$ cat src/design/cft_pkg.sv
// ============================================================================
// cft_pkg - shared types and constants of the circle fan tessellator
// Request and vertex beats, handshake groups of the shared multiplier and the
// serial divider, and the fixed-point constants of the trig series.
// ============================================================================
package cft_pkg;

    localparam int MAX_SEGMENTS   = 63;
    localparam int PHASE_BITS_DEF = 16;

    // 1.0 in Q62, and 2*pi in Q59 (that is pi/4 when read as Q62)
    localparam logic [63:0] Q62_ONE    = 64'h4000_0000_0000_0000;
    localparam logic [63:0] TWO_PI_Q59 = 64'h3243_F6A8_885A_308D;

    typedef struct packed {
        logic signed [15:0] center_x;
        logic signed [15:0] center_y;
        logic        [14:0] radius;
        logic        [5:0]  segments;
        logic        [31:0] color;
    } t_req;

    typedef struct packed {
        logic               is_center;
        logic signed [15:0] vertex_x;
        logic signed [15:0] vertex_y;
        logic        [31:0] vertex_color;
        logic        [5:0]  tri_first;
        logic        [5:0]  tri_second;
        logic        [5:0]  tri_third;
        logic               last;
    } t_vtx;

    typedef struct packed {
        logic        start;
        logic [63:0] a;
        logic [63:0] b;
    } t_mul_req;

    typedef struct packed {
        logic         done;
        logic [127:0] prod;
    } t_mul_rsp;

    typedef struct packed {
        logic        start;
        logic [63:0] dividend;
        logic [7:0]  divisor;
    } t_div_req;

    typedef struct packed {
        logic        done;
        logic [63:0] quotient;
        logic [7:0]  remainder;
    } t_div_rsp;

endpackage

$ cat src/design/cft_mul.sv
// ============================================================================
// cft_mul - shared 64x64 multiplier built on one 32x32 unit
// Four partial products, one per cycle, summed into a 128-bit accumulator.
// ============================================================================
module cft_mul (
    input  logic              i_clk,
    input  logic              i_rst_n,
    input  cft_pkg::t_mul_req i_req,
    output cft_pkg::t_mul_rsp o_rsp
);
    import cft_pkg::*;

    logic [63:0]  r_a;
    logic [63:0]  r_b;
    logic         r_run;
    logic [1:0]   r_idx;
    logic [63:0]  r_pp;
    logic [1:0]   r_pp_off;
    logic         r_pp_vld;
    logic         r_pp_last;
    logic [127:0] r_acc;
    logic         r_done;

    logic [31:0]  a_part;
    logic [31:0]  b_part;
    logic [63:0]  pp_full;
    logic [127:0] pp_ext;

    assign a_part  = r_idx[1] ? r_a[63:32] : r_a[31:0];
    assign b_part  = r_idx[0] ? r_b[63:32] : r_b[31:0];
    assign pp_full = a_part * b_part;
    assign pp_ext  = {64'd0, r_pp} << {r_pp_off, 5'd0};

    always_ff @(posedge i_clk) begin
        if (!i_rst_n) begin
            r_run    <= 1'b0;
            r_pp_vld <= 1'b0;
            r_done   <= 1'b0;
        end else begin
            r_done <= r_pp_vld && r_pp_last;
            if (i_req.start) begin
                r_a      <= i_req.a;
                r_b      <= i_req.b;
                r_idx    <= 2'd0;
                r_run    <= 1'b1;
                r_acc    <= '0;
                r_pp_vld <= 1'b0;
            end else begin
                r_pp_vld <= r_run;
                if (r_run) begin
                    r_pp      <= pp_full;
                    r_pp_off  <= {1'b0, r_idx[1]} + {1'b0, r_idx[0]};
                    r_pp_last <= (r_idx == 2'd3);
                    r_idx     <= r_idx + 2'd1;
                    if (r_idx == 2'd3) begin
                        r_run <= 1'b0;
                    end
                end
                if (r_pp_vld) begin
                    r_acc <= r_acc + pp_ext;
                end
            end
        end
    end

    assign o_rsp.done = r_done;
    assign o_rsp.prod = r_acc;

    // a new operand pair never lands on a product still being summed
    a_mul_no_overlap: assert property (@(posedge i_clk) disable iff (!i_rst_n)
        i_req.start |-> !r_run && !r_pp_vld)
        else $error("multiplier restarted while busy");

endmodule

$ cat src/design/cft_div.sv
// ============================================================================
// cft_div - serial divider, 64-bit dividend by 8-bit divisor
// Restoring long division, eight quotient bits per cycle.
// ============================================================================
module cft_div (
    input  logic              i_clk,
    input  logic              i_rst_n,
    input  cft_pkg::t_div_req i_req,
    output cft_pkg::t_div_rsp o_rsp
);
    import cft_pkg::*;

    localparam int DIV_STEPS  = 8;
    localparam int DIV_CYCLES = 64 / DIV_STEPS;
    localparam int CW         = $clog2(DIV_CYCLES);

    logic          r_run;
    logic [CW-1:0] r_cnt;
    logic [63:0]   r_num;
    logic [7:0]    r_rem;
    logic [7:0]    r_dvs;
    logic          r_done;

    logic [63:0]   n_num;
    logic [7:0]    n_rem;

    always_comb begin : p_step
        logic [8:0] v_wide;
        logic       v_qb;
        n_rem = r_rem;
        n_num = r_num;
        for (int s = 0; s < DIV_STEPS; s++) begin
            v_wide = {n_rem, n_num[63]};
            if (v_wide >= {1'b0, r_dvs}) begin
                n_rem = 8'(v_wide - {1'b0, r_dvs});
                v_qb  = 1'b1;
            end else begin
                n_rem = v_wide[7:0];
                v_qb  = 1'b0;
            end
            n_num = {n_num[62:0], v_qb};
        end
    end

    always_ff @(posedge i_clk) begin
        if (!i_rst_n) begin
            r_run  <= 1'b0;
            r_done <= 1'b0;
        end else begin
            r_done <= 1'b0;
            if (i_req.start) begin
                r_num <= i_req.dividend;
                r_rem <= 8'd0;
                r_dvs <= i_req.divisor;
                r_cnt <= '0;
                r_run <= 1'b1;
            end else if (r_run) begin
                r_num <= n_num;
                r_rem <= n_rem;
                r_cnt <= r_cnt + 1'b1;
                if (r_cnt == CW'(DIV_CYCLES - 1)) begin
                    r_run  <= 1'b0;
                    r_done <= 1'b1;
                end
            end
        end
    end

    assign o_rsp.done      = r_done;
    assign o_rsp.quotient  = r_num;
    assign o_rsp.remainder = r_rem;

endmodule

$ cat src/design/cft_vertex.sv
// ============================================================================
// cft_vertex - rim vertex sequencer
// Octant fold, Q62 sine/cosine series, Q15 rounding and the rim offset, all
// on the shared multiplier and the shared divider.
// ============================================================================
module cft_vertex #(
    parameter int PHASE_BITS = cft_pkg::PHASE_BITS_DEF
) (
    input  logic                  i_clk,
    input  logic                  i_rst_n,
    input  logic                  i_go,
    input  logic [PHASE_BITS-1:0] i_phase,
    input  logic signed [15:0]    i_center_x,
    input  logic signed [15:0]    i_center_y,
    input  logic [14:0]           i_radius,
    output logic                  o_done,
    output logic signed [15:0]    o_vertex_x,
    output logic signed [15:0]    o_vertex_y,
    output cft_pkg::t_div_req     o_div_req,
    input  cft_pkg::t_div_rsp     i_div_rsp
);
    import cft_pkg::*;

    localparam int OCT_W = PHASE_BITS - 3;
    localparam int R_W   = PHASE_BITS - 2;
    localparam logic [R_W-1:0] OCT_SIZE = R_W'(1) << OCT_W;
    localparam logic [63:0]    STEP     = TWO_PI_Q59 >> OCT_W;

    typedef enum logic [10:0] {
        E_IDLE  = 11'h001,
        E_T     = 11'h002,
        E_T2    = 11'h004,
        E_SMUL  = 11'h008,
        E_SDIV  = 11'h010,
        E_SV    = 11'h020,
        E_CMUL  = 11'h040,
        E_CDIV  = 11'h080,
        E_ROUND = 11'h100,
        E_RX    = 11'h200,
        E_RY    = 11'h400
    } t_eng_state;

    function automatic logic [7:0] sin_div(input logic [2:0] k);
        unique case (k)
            3'd0:    return 8'd6;
            3'd1:    return 8'd20;
            3'd2:    return 8'd42;
            3'd3:    return 8'd72;
            3'd4:    return 8'd110;
            3'd5:    return 8'd156;
            3'd6:    return 8'd210;
            default: return 8'd1;
        endcase
    endfunction

    function automatic logic [7:0] cos_div(input logic [2:0] k);
        unique case (k)
            3'd0:    return 8'd2;
            3'd1:    return 8'd12;
            3'd2:    return 8'd30;
            3'd3:    return 8'd56;
            3'd4:    return 8'd90;
            3'd5:    return 8'd132;
            3'd6:    return 8'd182;
            default: return 8'd240;
        endcase
    endfunction

    // Q62 magnitude to Q15, ties away from zero, then the sign
    function automatic logic signed [16:0] round_q15(input logic [63:0] v, input logic neg);
        logic [63:0] s;
        logic [16:0] m;
        s = v + 64'h0000_4000_0000_0000;
        m = {1'b0, s[62:47]};
        return neg ? -$signed(m) : $signed(m);
    endfunction

    function automatic logic [15:0] trig_mag(input logic signed [16:0] v);
        logic [16:0] u;
        u = v;
        if (u[16]) begin
            u = ~u + 17'd1;
        end
        return u[15:0];
    endfunction

    function automatic logic signed [15:0] sat_add(input logic signed [15:0] c,
                                                   input logic [15:0] off,
                                                   input logic neg);
        logic signed [17:0] ce;
        logic signed [17:0] oe;
        logic signed [17:0] sum;
        ce  = $signed({{2{c[15]}}, c});
        oe  = $signed({2'b00, off});
        sum = neg ? (ce - oe) : (ce + oe);
        if (sum > 18'sd32767) begin
            return 16'sh7FFF;
        end else if (sum < -18'sd32768) begin
            return 16'sh8000;
        end
        return sum[15:0];
    endfunction

    t_eng_state         r_state;
    logic               r_wait;
    logic [2:0]         r_oct;
    logic [R_W-1:0]     r_r;
    logic [63:0]        r_t;
    logic [63:0]        r_t2;
    logic [63:0]        r_acc;
    logic [63:0]        r_m;
    logic [63:0]        r_sv;
    logic [2:0]         r_k;
    logic signed [16:0] r_sn;
    logic signed [16:0] r_cs;
    logic signed [15:0] r_vx;
    logic signed [15:0] r_vy;
    logic               r_done;

    t_mul_req           mul_req;
    t_mul_rsp           mul_rsp;
    logic [2:0]         oct_in;
    logic [OCT_W-1:0]   rr_in;
    logic [R_W-1:0]     r_in;
    logic [63:0]        q62;
    logic [63:0]        sb;
    logic [63:0]        cb;
    logic signed [16:0] sn_c;
    logic signed [16:0] cs_c;
    logic [31:0]        rnd_sum;
    logic [15:0]        off;
    logic               mul_state;

    cft_mul u_mul (
        .i_clk   (i_clk),
        .i_rst_n (i_rst_n),
        .i_req   (mul_req),
        .o_rsp   (mul_rsp)
    );

    // fold the phase into one octant; odd octants run backwards
    assign oct_in = i_phase[PHASE_BITS-1 -: 3];
    assign rr_in  = i_phase[OCT_W-1:0];
    assign r_in   = oct_in[0] ? (OCT_SIZE - R_W'(rr_in)) : R_W'(rr_in);

    assign q62     = mul_rsp.prod[125:62];
    assign rnd_sum = mul_rsp.prod[31:0] + 32'd16384;
    assign off     = rnd_sum[30:15];

    assign mul_state = (r_state == E_T) || (r_state == E_T2) || (r_state == E_SMUL) ||
                       (r_state == E_SV) || (r_state == E_CMUL) || (r_state == E_RX) ||
                       (r_state == E_RY);

    always_comb begin
        mul_req.start = mul_state && !r_wait;
        unique case (r_state)
            E_T: begin
                mul_req.a = 64'(r_r);
                mul_req.b = STEP;
            end
            E_T2: begin
                mul_req.a = r_t;
                mul_req.b = r_t;
            end
            E_SV: begin
                mul_req.a = r_t;
                mul_req.b = r_acc;
            end
            E_RX: begin
                mul_req.a = 64'(i_radius);
                mul_req.b = 64'(trig_mag(r_cs));
            end
            E_RY: begin
                mul_req.a = 64'(i_radius);
                mul_req.b = 64'(trig_mag(r_sn));
            end
            default: begin
                mul_req.a = r_t2;
                mul_req.b = r_acc;
            end
        endcase
    end

    assign o_div_req.start    = ((r_state == E_SDIV) || (r_state == E_CDIV)) && !r_wait;
    assign o_div_req.dividend = r_m;
    assign o_div_req.divisor  = (r_state == E_SDIV) ? sin_div(r_k) : cos_div(r_k);

    // octant mapping of the folded sine/cosine
    always_comb begin
        sb = r_oct[0] ? r_acc : r_sv;
        cb = r_oct[0] ? r_sv  : r_acc;
        unique case (r_oct[2:1])
            2'd0: begin
                sn_c = round_q15(sb, 1'b0);
                cs_c = round_q15(cb, 1'b0);
            end
            2'd1: begin
                sn_c = round_q15(cb, 1'b0);
                cs_c = round_q15(sb, 1'b1);
            end
            2'd2: begin
                sn_c = round_q15(sb, 1'b1);
                cs_c = round_q15(cb, 1'b1);
            end
            default: begin
                sn_c = round_q15(cb, 1'b1);
                cs_c = round_q15(sb, 1'b0);
            end
        endcase
    end

    always_ff @(posedge i_clk) begin
        if (!i_rst_n) begin
            r_state <= E_IDLE;
            r_wait  <= 1'b0;
            r_done  <= 1'b0;
        end else begin
            r_done <= 1'b0;
            if (mul_req.start || o_div_req.start) begin
                r_wait <= 1'b1;
            end
            unique case (r_state)
                E_IDLE: begin
                    if (i_go) begin
                        r_oct   <= oct_in;
                        r_r     <= r_in;
                        r_state <= E_T;
                    end
                end
                E_T: begin
                    if (r_wait && mul_rsp.done) begin
                        r_t     <= mul_rsp.prod[63:0];
                        r_wait  <= 1'b0;
                        r_state <= E_T2;
                    end
                end
                E_T2: begin
                    if (r_wait && mul_rsp.done) begin
                        r_t2    <= q62;
                        r_acc   <= Q62_ONE;
                        r_k     <= 3'd6;
                        r_wait  <= 1'b0;
                        r_state <= E_SMUL;
                    end
                end
                E_SMUL: begin
                    if (r_wait && mul_rsp.done) begin
                        r_m     <= q62;
                        r_wait  <= 1'b0;
                        r_state <= E_SDIV;
                    end
                end
                E_SDIV: begin
                    if (r_wait && i_div_rsp.done) begin
                        r_acc  <= Q62_ONE - i_div_rsp.quotient;
                        r_wait <= 1'b0;
                        if (r_k == 3'd0) begin
                            r_state <= E_SV;
                        end else begin
                            r_k     <= r_k - 3'd1;
                            r_state <= E_SMUL;
                        end
                    end
                end
                E_SV: begin
                    if (r_wait && mul_rsp.done) begin
                        r_sv    <= q62;
                        r_acc   <= Q62_ONE;
                        r_k     <= 3'd7;
                        r_wait  <= 1'b0;
                        r_state <= E_CMUL;
                    end
                end
                E_CMUL: begin
                    if (r_wait && mul_rsp.done) begin
                        r_m     <= q62;
                        r_wait  <= 1'b0;
                        r_state <= E_CDIV;
                    end
                end
                E_CDIV: begin
                    if (r_wait && i_div_rsp.done) begin
                        r_acc  <= Q62_ONE - i_div_rsp.quotient;
                        r_wait <= 1'b0;
                        if (r_k == 3'd0) begin
                            r_state <= E_ROUND;
                        end else begin
                            r_k     <= r_k - 3'd1;
                            r_state <= E_CMUL;
                        end
                    end
                end
                E_ROUND: begin
                    r_sn    <= sn_c;
                    r_cs    <= cs_c;
                    r_state <= E_RX;
                end
                E_RX: begin
                    if (r_wait && mul_rsp.done) begin
                        r_vx    <= sat_add(i_center_x, off, r_cs[16]);
                        r_wait  <= 1'b0;
                        r_state <= E_RY;
                    end
                end
                E_RY: begin
                    if (r_wait && mul_rsp.done) begin
                        r_vy    <= sat_add(i_center_y, off, r_sn[16]);
                        r_wait  <= 1'b0;
                        r_done  <= 1'b1;
                        r_state <= E_IDLE;
                    end
                end
                default: begin
                    r_state <= E_IDLE;
                    r_wait  <= 1'b0;
                end
            endcase
        end
    end

    assign o_done     = r_done;
    assign o_vertex_x = r_vx;
    assign o_vertex_y = r_vy;

endmodule

$ cat src/design/circle_fan_tessellator_core.sv
// ============================================================================
// circle_fan_tessellator_core - circle to triangle-fan vertex generator
// Turns one circle request into a center vertex and one rim vertex per
// segment, each rim vertex carrying its fan triangle indices.
// ============================================================================
// One request is taken when start is high and busy is low. The center vertex
// comes out on the next cycle; a request with zero segments ends there and
// busy stays low. Otherwise busy stays high until the last rim vertex. Setup
// runs one serial division for the phase step. For each rim vertex, the sine
// and cosine series run 18 64x64 products through the one shared 32x32
// multiplier and 15 serial divisions of a 64-bit value, two more products
// scale the radius, and the remaining steps are launch, rounding and
// hand-off. Every vertex is shown on o_vtx for exactly one cycle with
// o_strobe high; there is no back-pressure, the receiver must take each
// beat.
// Vertex indices assume empty output buffers: the center is always index 0.
// ============================================================================
module circle_fan_tessellator_core #(
    parameter int PHASE_BITS = cft_pkg::PHASE_BITS_DEF
) (
    input  logic          i_clk,
    input  logic          i_rst_n,
    input  logic          start,
    output logic          busy,
    input  cft_pkg::t_req i_req,
    output logic          o_strobe,
    output cft_pkg::t_vtx o_vtx
);
    import cft_pkg::*;

    localparam logic [63:0] PHASE_ONE = 64'd1 << PHASE_BITS;

    typedef enum logic [2:0] {
        S_IDLE  = 3'b001,
        S_SETUP = 3'b010,
        S_VERT  = 3'b100
    } t_top_state;

    t_top_state          r_state;
    logic                r_launch;
    logic signed [15:0]  r_cx;
    logic signed [15:0]  r_cy;
    logic [14:0]         r_radius;
    logic [5:0]          r_seg;
    logic [31:0]         r_color;
    logic [5:0]          r_idx;
    logic [PHASE_BITS:0] r_q0;      // floor(2^PHASE_BITS / segments)
    logic [5:0]          r_rem0;    // matching remainder
    logic [5:0]          r_prem;    // running remainder of i*2^PHASE_BITS/segments
    logic [PHASE_BITS:0] r_phase;
    logic                r_strobe;
    t_vtx                r_vtx;

    logic                accept;
    logic [5:0]          seg_in;
    t_div_req            top_div_req;
    t_div_req            eng_div_req;
    t_div_req            div_req;
    t_div_rsp            div_rsp;
    logic                eng_go;
    logic                eng_done;
    logic signed [15:0]  eng_vx;
    logic signed [15:0]  eng_vy;
    logic [6:0]          rsum;
    logic                wrap;
    logic [5:0]          n_prem;
    logic [PHASE_BITS:0] n_phase;
    logic [5:0]          idx_next;
    logic                is_last;
    logic [5:0]          tri_third;

    assign accept = start && !busy;
    assign busy   = (r_state != S_IDLE) || !i_rst_n;

    // counts above the supported maximum are clamped
    assign seg_in = (i_req.segments > 6'(MAX_SEGMENTS)) ? 6'(MAX_SEGMENTS) : i_req.segments;

    // phase step setup: one division of a full turn by the segment count
    assign top_div_req.start    = (r_state == S_SETUP) && !r_launch;
    assign top_div_req.dividend = PHASE_ONE;
    assign top_div_req.divisor  = {2'b00, r_seg};

    // the divider is shared: setup owns it only while in S_SETUP
    assign div_req = (r_state == S_SETUP) ? top_div_req : eng_div_req;

    cft_div u_div (
        .i_clk   (i_clk),
        .i_rst_n (i_rst_n),
        .i_req   (div_req),
        .o_rsp   (div_rsp)
    );

    assign eng_go = (r_state == S_VERT) && !r_launch;

    cft_vertex #(
        .PHASE_BITS (PHASE_BITS)
    ) u_vertex (
        .i_clk      (i_clk),
        .i_rst_n    (i_rst_n),
        .i_go       (eng_go),
        .i_phase    (r_phase[PHASE_BITS-1:0]),
        .i_center_x (r_cx),
        .i_center_y (r_cy),
        .i_radius   (r_radius),
        .o_done     (eng_done),
        .o_vertex_x (eng_vx),
        .o_vertex_y (eng_vy),
        .o_div_req  (eng_div_req),
        .i_div_rsp  (div_rsp)
    );

    // next phase: add quotient and remainder, carry one when the remainder wraps
    assign rsum    = {1'b0, r_prem} + {1'b0, r_rem0};
    assign wrap    = (rsum >= {1'b0, r_seg});
    assign n_prem  = wrap ? 6'(rsum - {1'b0, r_seg}) : rsum[5:0];
    assign n_phase = r_phase + r_q0 + (PHASE_BITS+1)'(wrap);

    assign idx_next  = r_idx + 6'd1;
    assign is_last   = (idx_next == r_seg);
    assign tri_third = is_last ? 6'd1 : (r_idx + 6'd2);

    always_ff @(posedge i_clk) begin
        if (!i_rst_n) begin
            r_state  <= S_IDLE;
            r_launch <= 1'b0;
            r_strobe <= 1'b0;
        end else begin
            r_strobe <= 1'b0;
            unique case (r_state)
                S_IDLE: begin
                    if (accept) begin
                        r_cx                <= i_req.center_x;
                        r_cy                <= i_req.center_y;
                        r_radius            <= i_req.radius;
                        r_seg               <= seg_in;
                        r_color             <= i_req.color;
                        r_launch            <= 1'b0;
                        // center vertex goes out right away
                        r_strobe            <= 1'b1;
                        r_vtx.is_center     <= 1'b1;
                        r_vtx.vertex_x      <= i_req.center_x;
                        r_vtx.vertex_y      <= i_req.center_y;
                        r_vtx.vertex_color  <= i_req.color;
                        r_vtx.tri_first     <= 6'd0;
                        r_vtx.tri_second    <= 6'd0;
                        r_vtx.tri_third     <= 6'd0;
                        r_vtx.last          <= (seg_in == 6'd0);
                        r_state             <= (seg_in == 6'd0) ? S_IDLE : S_SETUP;
                    end
                end
                S_SETUP: begin
                    if (top_div_req.start) begin
                        r_launch <= 1'b1;
                    end
                    if (r_launch && div_rsp.done) begin
                        r_q0     <= div_rsp.quotient[PHASE_BITS:0];
                        r_rem0   <= div_rsp.remainder[5:0];
                        r_phase  <= '0;
                        r_prem   <= 6'd0;
                        r_idx    <= 6'd0;
                        r_launch <= 1'b0;
                        r_state  <= S_VERT;
                    end
                end
                S_VERT: begin
                    if (eng_go) begin
                        r_launch <= 1'b1;
                    end
                    if (r_launch && eng_done) begin
                        r_strobe            <= 1'b1;
                        r_vtx.is_center     <= 1'b0;
                        r_vtx.vertex_x      <= eng_vx;
                        r_vtx.vertex_y      <= eng_vy;
                        r_vtx.vertex_color  <= r_color;
                        r_vtx.tri_first     <= 6'd0;
                        r_vtx.tri_second    <= idx_next;
                        r_vtx.tri_third     <= tri_third;
                        r_vtx.last          <= is_last;
                        r_phase             <= n_phase;
                        r_prem              <= n_prem;
                        r_idx               <= idx_next;
                        r_launch            <= 1'b0;
                        if (is_last) begin
                            r_state <= S_IDLE;
                        end
                    end
                end
                default: begin
                    r_state  <= S_IDLE;
                    r_launch <= 1'b0;
                end
            endcase
        end
    end

    assign o_strobe = r_strobe;
    assign o_vtx    = r_vtx;

    // every accepted request opens with its center vertex on the next cycle
    a_center_first: assert property (@(posedge i_clk) disable iff (!i_rst_n)
        accept |=> o_strobe && o_vtx.is_center)
        else $error("center vertex did not follow request");

    // the final rim vertex leaves the block ready for the next request
    a_last_frees: assert property (@(posedge i_clk) disable iff (!i_rst_n)
        o_strobe && !o_vtx.is_center && o_vtx.last |-> r_state == S_IDLE)
        else $error("busy after final rim vertex");

    // only the closing triangle wraps back to rim vertex one
    a_wrap_on_last: assert property (@(posedge i_clk) disable iff (!i_rst_n)
        o_strobe && !o_vtx.is_center |-> o_vtx.last == (o_vtx.tri_third == 6'd1))
        else $error("fan wrap index out of step with last");

endmodule
$ cat config.mk
export PLATFORM = sky130hd
export DESIGN_NAME = circle_fan_tessellator_core
export DESIGN_NICKNAME = d
export VERILOG_FILES = /design/src/design/cft_pkg.sv /design/src/design/cft_mul.sv /design/src/design/cft_div.sv /design/src/design/cft_vertex.sv /design/src/design/circle_fan_tessellator_core.sv
export SDC_FILE = /design/constraint.sdc
export NUM_CORES = 2
export LEC_CHECK = 0
export BUFFER_PORTS_ARGS = -buffer_cell sky130_fd_sc_hd__buf_2
export CORE_UTILIZATION = 44
export DETAILED_ROUTE_END_ITERATION = 16
export PLACE_DENSITY = 0.69
export SKIP_CTS_REPAIR_TIMING = 1
export SLEW_MARGIN = 20
export SYNTH_ARGS = -nofsm -noshare
export SYNTH_HDL_FRONTEND = slang
export SYNTH_HIERARCHICAL = 1
export SYNTH_SLANG_ARGS = --single-unit
$ cat constraint.sdc
create_clock -name i_clk -period 22.2 [get_ports i_clk]
set_input_delay 3.33 -clock i_clk [delete_from_list [all_inputs] [get_ports i_clk]]
set_output_delay 3.33 -clock i_clk [all_outputs]
set_load 0.02 [all_outputs]
# Word level (Yosys, flattened, before mapping)

Index checks and enable logic that the tools add are counted.

Register bits: 1057
Input port bits: 88
Output and inout port bits: 86
Logic and storage cells: 332

Add/sub/neg operators: 32
Multiply operators: 1
Magnitude comparators: 14
Eq/ne operators: 45
Shift-type cells: 1
Muxes and demuxes: 116
Bitwise operators: 5
Reductions and logical operators: 64

Operators by type and width:

| operator                                           | number |
|---|---|
| case mux 128 bit (5 select lines)                  | 1 |
| two-way mux 64 bit                                 | 4 |
| two-way mux 84 bit                                 | 2 |
| case mux 84 bit (2 select lines)                   | 1 |
| adder 128 bit                                      | 1 |
| two-way mux 128 bit                                | 1 |
| two-way mux 16 bit                                 | 8 |
| case mux 64 bit (2 select lines)                   | 1 |
| left shift 64 x 7 -> 128 bit                       | 1 |
| adder 63 x 47 -> 63 bit, second input constant     | 2 |
| two-way mux 63 bit                                 | 2 |
| case mux 11 bit (11 select lines)                  | 1 |
| case mux 8 bit (7 select lines)                    | 2 |
| two-way mux 11 bit                                 | 10 |
| case mux 17 bit (3 select lines)                   | 2 |
| two-way mux 8 bit                                  | 10 |
| two-way mux 73 bit                                 | 1 |
| >= comparator 9 x 8 -> 1 bit                       | 8 |
| multiplier 32 x 32 -> 64 bit                       | 1 |
| two-way mux 32 bit                                 | 2 |
| subtractor 63 x 64 -> 64 bit, first input constant | 1 |
| subtractor 8 bit                                   | 8 |
| two-way mux 6 bit                                  | 7 |
| adder 16 x 17 -> 18 bit                            | 2 |
| other kinds (70)                                   | 199 |

# Depth between registers and ports, before layout

Depth in word-level cells: 18
Depth in mapped cells: 81
Gate-level depth less buffers: 81

# Cells and area by module

The synthesis kept the hierarchy.

By module, submodules not included:

| module                      | instances | cells each | area an instance (um2) | seq. area each (um2) |
|---|---|---|---|---|
| cft_mul                     | 1         | 5794       | 53149.7                | 9789.4 |
| cft_vertex                  | 1         | 2023       | 21840.9                | 11040.6 |
| circle_fan_tessellator_core | 1         | 820        | 9917.0                 | 6496.2 |
| cft_div                     | 1         | 671        | 7259.5                 | 2532.4 |

# Least setup slack after synthesis

Ideal clock, no wire load.

Path type: register to register
From: register u_div.r_dvs[1]
To: register u_div.r_rem[1], data pin
Setup time: 0.256 ns
Arrival: 16.287 ns
Required time: 21.944 ns
Path slack: 5.657 ns
Cell stages (with the launch flop): 78
Path buffers: 0
Period minus slack after synthesis: 16.543 ns
Cell sequence: edfxtp_1 > inv_1 > ha_1 > nand2b_1 > a21oi_1 > o21a_1 > nor2_1 > mux2_2 > ha_1 > a21o_1 > nor3_1 > a21oi_1 > a311o_1 > nor2_4 > mux2_2 > ha_1 > or4_1 > o22a_1 > [42 not listed] > a31o_2 > nor2b_1 > o31ai_4 > a21boi_4 > mux2i_1 > ha_1 > nor2b_1 > o21ai_0 > a21oi_1 > o21ai_0 > nand2b_1 > a21o_1 > a21oi_1 > o21ai_0 > a21o_1 > a311oi_4 > nand2_1 > o211a_1

Word-level cells in the longest chain between the ends: 17
Elaborated cells between the ends (all ways): 25
Those cells by class: 8 x add/sub; 8 x order compare; 9 x mux

RTL lines:

| element                                                                 | line                         | RTL |
|---|---|---|
| start: declaration                                                      | cft_div.sv:21                | `logic [7:0] r_dvs;` |
| start signal: assignment                                                | cft_div.sv:54                | `r_dvs <= i_req.divisor;` |
| subtractor 8 bit / >= comparator 9 x 8 -> 1 bit (equally long branches) | cft_div.sv:35, cft_div.sv:34 |  |
| two-way mux 8 bit                                                       | cft_div.sv:34                | `if (v_wide >= {1'b0, r_dvs}) begin` |
| subtractor 8 bit / >= comparator 9 x 8 -> 1 bit (equally long branches) | cft_div.sv:35, cft_div.sv:34 |  |
| two-way mux 8 bit                                                       | cft_div.sv:34                |  |
| subtractor 8 bit / >= comparator 9 x 8 -> 1 bit (equally long branches) | cft_div.sv:35, cft_div.sv:34 |  |
| two-way mux 8 bit                                                       | cft_div.sv:34                |  |
| subtractor 8 bit / >= comparator 9 x 8 -> 1 bit (equally long branches) | cft_div.sv:35, cft_div.sv:34 |  |
| two-way mux 8 bit                                                       | cft_div.sv:34                |  |
| subtractor 8 bit / >= comparator 9 x 8 -> 1 bit (equally long branches) | cft_div.sv:35, cft_div.sv:34 |  |
| two-way mux 8 bit                                                       | cft_div.sv:34                |  |
| subtractor 8 bit / >= comparator 9 x 8 -> 1 bit (equally long branches) | cft_div.sv:35, cft_div.sv:34 |  |
| two-way mux 8 bit                                                       | cft_div.sv:34                |  |
| subtractor 8 bit / >= comparator 9 x 8 -> 1 bit (equally long branches) | cft_div.sv:35, cft_div.sv:34 |  |
| two-way mux 8 bit                                                       | cft_div.sv:34                |  |
| >= comparator 9 x 8 -> 1 bit / subtractor 8 bit (equally long branches) | cft_div.sv:34, cft_div.sv:35 |  |
| two-way mux 8 bit *                                                     | cft_div.sv:34                |  |
| two-way mux 8 bit *                                                     | cft_div.sv:57                | `end else if (r_run) begin` |
| end signal: assignment                                                  | cft_div.sv:59                | `r_rem <= n_rem;` |
| end: declaration                                                        | cft_div.sv:20                | `logic [7:0] r_rem;` |

Every way passes the cells marked *; elsewhere a longest branch is shown, timed or not. The select of a mux whose other input is x is not followed.
A chain may end at the register's enable or synchronous reset.

# Worst setup path after layout

From: register u_div.r_dvs[1]
To: register u_div.r_rem[2], data pin

Same word-level chain as after synthesis.

==> out/qor.yml <==
drt_iter0_drc: 8690
dr.pass1.iters: 8
finalHoldViolCount: 0
drive_gt1_share_pct: 8.71
dp_hpwl_mm: 258
cts_max_level: 3
antenna_found_initial: 25
skew_ns: 0.0811
hold_class: "reg2reg"
die_w_um: 459
netlist_instances: 9271
viasPerCell: 6.00
routed_wl_mm: 331
path_max_fanout: 10
max_freq_mhz: 49.7
worstMarginPinSlew_ns: 1.23
cp_data_required_time_ns: 22.73
grt_usage_pct: 31.2
end_kind: "register"
clk_pin_slew_ns: 0.06
grt_max_degree: 91
cts_buffers: 107
postRouteAntennaNets: 0
cts_tree: "built"
die_h_um: 459
crit_path_top_delay_cell: "nor3_2"
setup.worst_path.class: "reg2reg"
cp-start-kind: "register"
ios: 174
grt_setup_unrepaired: "no"
netlist_area_um2: 91900
maxSlewHeadroom_pct: 17.5
cts.sinks: 1000
vias: 72800
gp_congestion: 1.03
synth.avg_cell_area_um2: 9.91
floorplan.initialDensity_pct: 44.3
root_buffer: "clkbuf_16"
area_delta_synth_final_pct: 8.56
outcome: "completed"
grt_pass1_vias: 72500
grt-ovfl-total: 0
dieArea_um2: 211000
crit_top_cell: "a21oi_1"
critPathArrivalTime_ns: 20.66
yosys_warnings: 6
portBuffers: 167
core-area_um2: 207000
drv_slew: 0
grt_pass1_wl_mm: 483
critical-path-max-stage-delay_ns: 0.66
wire_per_inst_um: 27.3
period_needed_ns: 20.13
cts_buffer_depth: 3
reg2reg_slack_ns: 2.07
layout.nets: 10800
max_cap_viol_count: 0
drc: 0
setup_tns_ns: 0
clk_latency_ns: 0.80
setup_viol: 0
fin_crit_sh_pct: 90.7
rows: 167
-- final timing paths --
kind                            cells after the start                            to                              from
worst max-delay path                               78  u_div/r_rem[2]$_SDFFCE_PP0P_          u_div/r_dvs[1]$_DFFE_PP_
worst min-delay path                                2           o_vtx[52]$_DFFE_PP_  u_vertex/o_vertex_y[1]$_DFFE_PP_
worst max register to register                     78  u_div/r_rem[2]$_SDFFCE_PP0P_          u_div/r_dvs[1]$_DFFE_PP_
worst min register to register                      2           o_vtx[52]$_DFFE_PP_  u_vertex/o_vertex_y[1]$_DFFE_PP_
-- placed cells by master, fill, tap and decap left out, types with 60 or more instances in the layout --
master        n
nor3_1      120
nand4_1     108
xnor2_1     231
fa_1        911
clkbuf_16   109
mux2i_1     102
buf_2       167
buf_4       127
a22o_1      115
edfxtp_1    977
a21o_1      141
xor2_1      210
nand2_1     986
mux2_2      162
ha_1        534
o21bai_1     64
o21ai_0     250
nor2b_1     164
and2_1       60
nor2_1     1154
a21oi_1     407
inv_1      1081
nand3_1     108
-- sequential cells by signal, indices dropped and copies added, names as in the netlist, 17 cells and up --
name and flops:
u_vertex/u_mul/r_acc 126, o_vtx 78, u_div/r_num 64, u_vertex/r_acc 64
u_vertex/r_m 64, u_vertex/r_t2 64, u_vertex/r_t 64, u_vertex/u_mul/r_a 64
u_vertex/u_mul/r_b 64, u_vertex/u_mul/r_pp 64, r_color 32, u_vertex/r_cs 17
u_vertex/r_sn 17, u_vertex/r_sv 17
-- critical path: cells and delay by family (launching register included) --
family	cells	cell delay, ns
AND/OR/NAND/NOR	16	3.68
AO/OA/AOI/OAI	42	9.85
buffers and inverters	6	0.98
adder cells (fa/ha/maj)	8	2.28
multiplexers	6	2.67
flip-flops	1	0.35
-- area by class of cell --
cell class / count / area, um2
Fill cell: 19100 / 108000
Multi-Input combinational cell: 6753 / 56800
Sequential cell: 1000 / 29800
Inverter: 1085 / 4070
Tap cell: 2788 / 3490
Clock buffer: 136 / 2840
Timing Repair Buffer: 297 / 1850
Clock inverter: 63 / 865
Antenna cell: 18 / 45.0
-- stage by stage --
| step | setup slack (ns) | instance area, um2 | instances | hold WS [ns] | utilization (%) |
|---|---|---|---|---|---|
| 3_3_place_gp | 1.70 | 95900 | 11900 | 0.443 | 46.3 |
| 3_5_place_dp | 1.99 | 95900 | 11900 | 0.446 | 46.3 |
| 6_report | 2.07 | 99800 | 12100 | 0.458 | 48.1 |
| 5_1_grt | 0.413 | 99700 | 12100 | 0.464 | 48.1 |
| 2_1_floorplan | 5.66 | 91900 | 9276 | 0.431 | - |
| 4_1_cts | 1.84 | 99600 | 12100 | 0.441 | 48.1 |
-- routing by layer --
| layer | GRT usage (%) | wire length (um) | up-vias |
|---|---|---|---|
| li1 | - | - | 31400 |
| met1 | 40.6 | 128000 | 36600 |
| met2 | 48.2 | 147000 | 3938 |
| met3 | 7.22 | 34600 | 809 |
| met4 | 16.8 | 20700 | 22 |
| met5 | 0 | 173 | - |
Power is left out: the tool's default activity adds up to more than one toggle a clock period on the data nets, which glitch-free logic cannot reach.
